File: config.mk
export PLATFORM = sky130hd
export DESIGN_NAME = salsa8_merge
export DESIGN_NICKNAME = d
export VERILOG_FILES = /design/src/salsa20_8_core_permutation_defines.svh /design/src/salsa8_pkg.sv /design/src/salsa8_merge.sv
export SDC_FILE = /design/constraint.sdc
export NUM_CORES = 1
export LEC_CHECK = 0
export BUFFER_PORTS_ARGS = -buffer_cell sky130_fd_sc_hd__buf_2
export CAP_MARGIN = 20
export CORE_AREA = 2 2 603 605
export CTS_BUF_LIST = sky130_fd_sc_hd__clkbuf_16
export DETAILED_ROUTE_END_ITERATION = 8
export DIE_AREA = 0 0 605 607
export PLACE_DENSITY = 0.34
export RECOVER_POWER = 50
export SYNTH_ARGS = -nofsm -noshare
export SYNTH_HDL_FRONTEND = slang
export SYNTH_SLANG_ARGS = --single-unit
export TNS_END_PERCENT = 50
File: constraint.sdc
create_clock -name i_clk -period 7.5 [get_ports i_clk]
set_input_delay 0.75 -clock i_clk [delete_from_list [all_inputs] [get_ports i_clk]]
set_output_delay 0.75 -clock i_clk [all_outputs]
set_load 0.02 [all_outputs]
File: src/salsa20_8_core_permutation_defines.svh
// ----------------------------------------------------------------------------
// Salsa20/8 core assertion macros
// Shared concurrent assertion forms for the permutation core.
// ----------------------------------------------------------------------------
`ifndef SALSA20_8_CORE_PERMUTATION_DEFINES_SVH
`define SALSA20_8_CORE_PERMUTATION_DEFINES_SVH

// Same-cycle implication, disabled while reset is asserted.
`define SALSA8_ASSERT_SAME(label, clk, rst_n, ante, cons) \
    label: assert property (@(posedge clk) disable iff (!(rst_n)) (ante) |-> (cons)) \
        else $error("salsa8 assertion failed");

// Next-cycle implication, disabled while reset is asserted.
`define SALSA8_ASSERT_NEXT(label, clk, rst_n, ante, cons) \
    label: assert property (@(posedge clk) disable iff (!(rst_n)) (ante) |=> (cons)) \
        else $error("salsa8 assertion failed");

`endif

File: src/salsa8_pkg.sv
// ----------------------------------------------------------------------------
// Salsa20/8 core package
// Types, round tables and pipeline constants shared by the core modules.
// ----------------------------------------------------------------------------
package salsa8_pkg;

    localparam int ROUNDS  = 8;
    localparam int NLANES  = 4;
    localparam int NSTEPS  = 4;
    localparam int STAGES  = NSTEPS * ROUNDS;
    localparam int LATENCY = STAGES + 1;

    typedef logic [31:0]       t_word;
    typedef t_word [15:0]      t_words;
    typedef logic [3:0]        t_idx;
    typedef logic [1:0]        t_role;
    typedef logic [4:0]        t_rot;

    typedef struct packed {
        logic        row;
        logic [1:0]  step;
    } t_stage_ctl;

    typedef struct packed {
        logic [63:0] in_words_14_15;
        logic [63:0] in_words_12_13;
        logic [63:0] in_words_10_11;
        logic [63:0] in_words_8_9;
        logic [63:0] in_words_6_7;
        logic [63:0] in_words_4_5;
        logic [63:0] in_words_2_3;
        logic [63:0] in_words_0_1;
    } t_in;

    typedef struct packed {
        logic [63:0] out_words_14_15;
        logic [63:0] out_words_12_13;
        logic [63:0] out_words_10_11;
        logic [63:0] out_words_8_9;
        logic [63:0] out_words_6_7;
        logic [63:0] out_words_4_5;
        logic [63:0] out_words_2_3;
        logic [63:0] out_words_0_1;
    } t_out;

    // Word indexes (a, b, c, d) of each lane: column round, then row round.
    localparam t_idx QR_IDX [2][NLANES][4] = '{
        '{ '{4'd0,  4'd4,  4'd8,  4'd12},
           '{4'd5,  4'd9,  4'd13, 4'd1 },
           '{4'd10, 4'd14, 4'd2,  4'd6 },
           '{4'd15, 4'd3,  4'd7,  4'd11} },
        '{ '{4'd0,  4'd1,  4'd2,  4'd3 },
           '{4'd5,  4'd6,  4'd7,  4'd4 },
           '{4'd10, 4'd11, 4'd8,  4'd9 },
           '{4'd15, 4'd12, 4'd13, 4'd14} }
    };

    // Per step: updated word role, the two addend roles and the rotation.
    localparam t_role TGT_ROLE [NSTEPS] = '{2'd1, 2'd2, 2'd3, 2'd0};
    localparam t_role YA_ROLE  [NSTEPS] = '{2'd0, 2'd1, 2'd2, 2'd3};
    localparam t_role ZB_ROLE  [NSTEPS] = '{2'd3, 2'd0, 2'd1, 2'd2};
    localparam t_rot  ROT      [NSTEPS] = '{5'd7, 5'd9, 5'd13, 5'd18};

endpackage

File: src/salsa8_merge.sv
// ----------------------------------------------------------------------------
// Salsa20/8 merge stage
// Adds the original words back and packs the result transaction.
// ----------------------------------------------------------------------------
module salsa8_merge (
    input  logic               i_clk,
    input  logic               i_rst_n,
    input  logic               i_valid,
    input  salsa8_pkg::t_words i_words,
    input  salsa8_pkg::t_words i_orig,
    output logic               o_valid,
    output salsa8_pkg::t_out   o_result
);

    salsa8_pkg::t_words w_sum;
    salsa8_pkg::t_out   n_result;
    salsa8_pkg::t_out   r_result;
    logic               r_valid;

    always_comb begin
        for (int i = 0; i < 16; i++) begin
            w_sum[i] = i_words[i] + i_orig[i];
        end
        n_result.out_words_0_1   = {w_sum[1],  w_sum[0]};
        n_result.out_words_2_3   = {w_sum[3],  w_sum[2]};
        n_result.out_words_4_5   = {w_sum[5],  w_sum[4]};
        n_result.out_words_6_7   = {w_sum[7],  w_sum[6]};
        n_result.out_words_8_9   = {w_sum[9],  w_sum[8]};
        n_result.out_words_10_11 = {w_sum[11], w_sum[10]};
        n_result.out_words_12_13 = {w_sum[13], w_sum[12]};
        n_result.out_words_14_15 = {w_sum[15], w_sum[14]};
    end

    always_ff @(posedge i_clk) begin
        if (!i_rst_n) begin
            r_valid <= 1'b0;
        end else begin
            r_valid <= i_valid;
        end
    end

    always_ff @(posedge i_clk) begin
        r_result <= n_result;
    end

    assign o_valid  = r_valid;
    assign o_result = r_result;

endmodule

### Yosys cells after proc, flatten, opt, wreduce, memory -nomap -nowiden

Index checks and enable logic that the tools add are counted.

* add/sub/neg operators: 16

Operator list (count)
* $add A32 B32 Y32: 16

* logic and storage cells: 25
* flip-flop bits (word level): 513
* input bits: 1027
* output and inout port bits: 513

### Depth between registers and ports, before layout

* word-level depth: 1
* mapped depth: 11
* depth with buffers taken out: 11

### Worst setup path after synthesis

Ideal clock, no wire load.

* path type: input to register
* from: input i_words[160] (netlist name)
* to: register r_result, in the netlist o_result[188]
* stages: 11
* data required time: 7376 ps
* setup slack: 4053 ps
* setup time: 124 ps
* arrival time: 3322 ps
* buffers on the path: 0
* path through: ha_1 > fa_1 > a211o_1 > a2111oi_4 > o32ai_2 > a32o_1 > a211oi_2 > a21oi_2 > a41o_1 > a21oi_2 > xnor2_1

RTL lines
* start: declaration: RTL line salsa8_merge.sv:9 `input salsa8_pkg::t_words i_words,`
* end signal: assignment: RTL line salsa8_merge.sv:43 `r_result <= n_result;`
* end: declaration: RTL line salsa8_merge.sv:17 `salsa8_pkg::t_out r_result;`

==> results.toml <==
[outcome]
outcome = "finished, final reports clean"

[drt]
wl_met3_mm = 11.1
vias_per_cell = 3.60
drc_errors = 0
post_drt_wl_per_cell_um = 22.8
drt_initial_violations = 2080
via_count = 37800
wl_met2_mm = 124
postRouteAntennaNets = 0
postRouteWirelength_mm = 239
drtPass1Iterations = 6
route.layer.met1.wl_mm = 90.4
top_layer = "met5"

[hold_path]
worstHoldPathCells = 2
hold_start = "i_words[160]"
hold_class = "input port to flop"
timing.hold.worst_endpoint = "o_result[160]$_DFF_P_"

[clocking]
worst_setup_hold_path_clk_slew_ps = 60
tritoncts_clock_tree = "done"
cts_inserted_buffers = 91
post_cts.resized_instances = 0
cts_sinks = 513
ctsHoldBuffers = 0
htree_num_levels = 3
cts.root.buffer_cell = "clkbuf_16"
ctsLongestPathBuffers = 4
post-cts-setup-buffer-count = 0

[critical_path]
criticalPathCategory = "input port to flop"
crit_path_start_kind = "input port"
worstPathMaxFanout = 4
endpoint_arrival_time_on_the_critical_path_ps = 4310
critical_path_rt_ps = 8220
endpoint_kind = "flop"

[synthesis]
synth_edf_count = 0
ys_types = 86
ys_warn_count = 0
most_instantiated_flip_flop_cell_in_the_synthesis_netlist = "dfxtp_1"
post_synth_instance_area_um2 = 35100
postSynthNetCount = 5523
avgSynthCellArea_um2 = 8.81
synth.ff_latch_count = 513
netlist_instances = 3984
synth_largest_area_cell = "dfxtp_1"
synth_top_cell_area_share = 0.293
ys_seq_area_frac = 0.293
synth-async-reset-ratio = 0
post_synth_main_area_contributors = "dfxtp_1 (29%), ha_1 (18%), xnor2_1 (7.5%)"

[power_and_ir_drop]
pwr_density_cell_nw_per_um2 = 247
clock_power_share = 0.338
leakage_nw = 23.1
share_comb_of_total_power = 0.372
share_seq_of_total_power = 0.290
total_switching_power_mw = 5.29
p_sw_frac = 0.419
ir_worst_vdd_mv = 0.127
internal_pwr_total_mw = 7.34

[layout]
mostFrequentLayoutCells = "buf_2 (1206), dfxtp_1 (513), ha_1 (496), a21oi_1 (441), clkbuf_1 (335)"
drive_above_1_share = 0.247
nFillCells = 41700
final_non_filler_cell_area_um2 = 51200
finish.utilization = 0.142
commonest_non_fill_non_tap_cell_in_the_layout = "buf_2"
area.growth.synth_to_final_pct = 45.8
nets = 7087

[timing]
worst_hold_margin_ps = 154
final_max_slew_viol_count = 0
finalSetupViolCount = 0
setup_ws_ps = 3920
unrepaired_setup_endpoints_after_global_routing = "false"
timing_hold_violations_final = 0
worst-slew-pin-transition_ps = 1250
post-route-min-period_ps = 3580
tns_ps = 0
max-slew-margin-rel = 0.169
timing.final.crit_share = 0.478
clock.fmax_mhz = 279

[placed_design]
dp_hpwl_mm = 212
portBuffers = 1539
globalplace.congestion = 0.934
dp_slack_ps = 3260
dpl_cell_area_um2 = 48600

[floorplan]
row_count = 221
design.portCount = 1540
die-area_um2 = 367000
placeableCoreArea_um2 = 361000
fp.dieW_um = 605
start_util = 0.0972
chipHeight_um = 607

[global_routing]
wire_length_of_the_first_global_routing_pass_mm = 314
gr-total-overflow = 0
gr-usage-all-layers = 0.123
antenna_found_initial = 98
pin_count_of_the_biggest_net_entering_global_routing = 13
first_global_vias = 37800

[run]
cap_violations = 0
power by group through the flow:
stage               clock network, mW  logic (mW)  registers, mW
floorplan                           0        1.85           4.34
global placement                    0        4.94           3.73
detailed placement                  0        4.92           3.72
CTS                              4.52        4.95           3.68
global route                     4.58        5.06           3.72
finish                           4.26        4.70           3.66
layout make-up:
| type | instances | area [µm²] | share of cell area |
|---|---|---|---|
| Clock buffer | 91 | 2280 | 0.0445 |
| Timing Repair Buffer | 1548 | 7350 | 0.144 |
| Antenna cell | 71 | 178 | 0.00347 |
| Clock inverter | 67 | 584 | 0.0114 |
| Multi-Input combinational cell | 3288 | 24100 | 0.471 |
| Inverter | 106 | 398 | 0.00778 |
| Tap cell | 4794 | 6000 | 0.117 |
| Sequential cell | 513 | 10300 | 0.201 |
worst max-delay path by stage:
stage	from	to	slack [ps]	cells after the start
6_report	i_words[64]	o_result[94]$_DFF_P_	3920	12
5_1_grt	i_words[64]	o_result[94]$_DFF_P_	3740	12
4_1_cts	i_words[64]	o_result[94]$_DFF_P_	4140	12
3_5_place_dp	i_words[64]	o_result[94]$_DFF_P_	3260	12
3_3_place_gp	i_words[64]	o_result[94]$_DFF_P_	3270	12
2_1_floorplan	i_words[160]	o_result[188]$_DFF_P_	4050	11
critical path: stages:
cell and delay [ps]:
clkbuf_1 110, ha_1 240, fa_1 400, a21o_1 220, a21oi_1 330, o211ai_1 270
a2111oi_1 590, nor3_1 190, o21ai_1 400, o22ai_1 210, or4b_1 490, nand3_1 90
Yosys cell counts, types with 6 or more instances:
library cell / number
nand2_1: 228
nand3b_1: 7
nand3_1: 99
nor2b_1: 50
o22ai_1: 6
o21ai_1: 9
o31ai_1: 24
fa_1: 16
a21oi_1: 440
or2_2: 11
xor2_1: 153
inv_1: 106
a21boi_0: 10
xnor2_1: 299
nor2_1: 245
a221o_1: 13
a211oi_1: 38
and4_1: 17
and3_1: 49
nor3b_1: 6
o211ai_1: 23
o41ai_1: 6
a2111oi_0: 10
a21o_1: 315
a311oi_1: 11
dfxtp_1: 513
o221ai_1: 7
o21bai_1: 71
clkbuf_1: 74
nand2b_1: 47
a31o_2: 8
a221oi_1: 12
ha_1: 496
and2_1: 20
or3_1: 11
a41o_1: 6
a31oi_1: 57
a211o_1: 7
a41oi_1: 13
nor3_1: 55
o21ai_0: 209
o311ai_0: 7
o21a_1: 55
nand4_1: 49
logic make-up (layout without fill, tap and decap cells):
| logic type | after synthesis | after routing | synth area share |
|---|---|---|---|
| muxes | 1 | 1 | 0.000285 |
| DFF | 513 | 513 | 0.293 |
| buffers and inverters | 183 | 1812 | 0.0196 |
| AOI/OAI and AO/OA | 1413 | 1413 | 0.263 |
| other | 0 | 71 | 0 |
| xor gates and xnor gates | 452 | 452 | 0.113 |
| and+or+nand+nor | 910 | 910 | 0.126 |
| adders and majority gates | 512 | 512 | 0.186 |
per-stage QoR:
step,cells,power [mW]
after floorplan,3984,6.18
after global placement,10200,8.68
after detailed placement,10200,8.65
after CTS,10400,13.1
after global routing,10500,13.4
final,10500,12.6
routing by layer:
metal  up-vias  track usage
met4        14       0.0645
met2      1383        0.228
met3       392       0.0212
li1      17900            -
met1     18100        0.133
met5         -            0
sequential cells by signal (all words and copies together) (netlist names):
name and count:
o_result 512, o_valid 1
No activity file was read; power rests on OpenSTA's default activity.
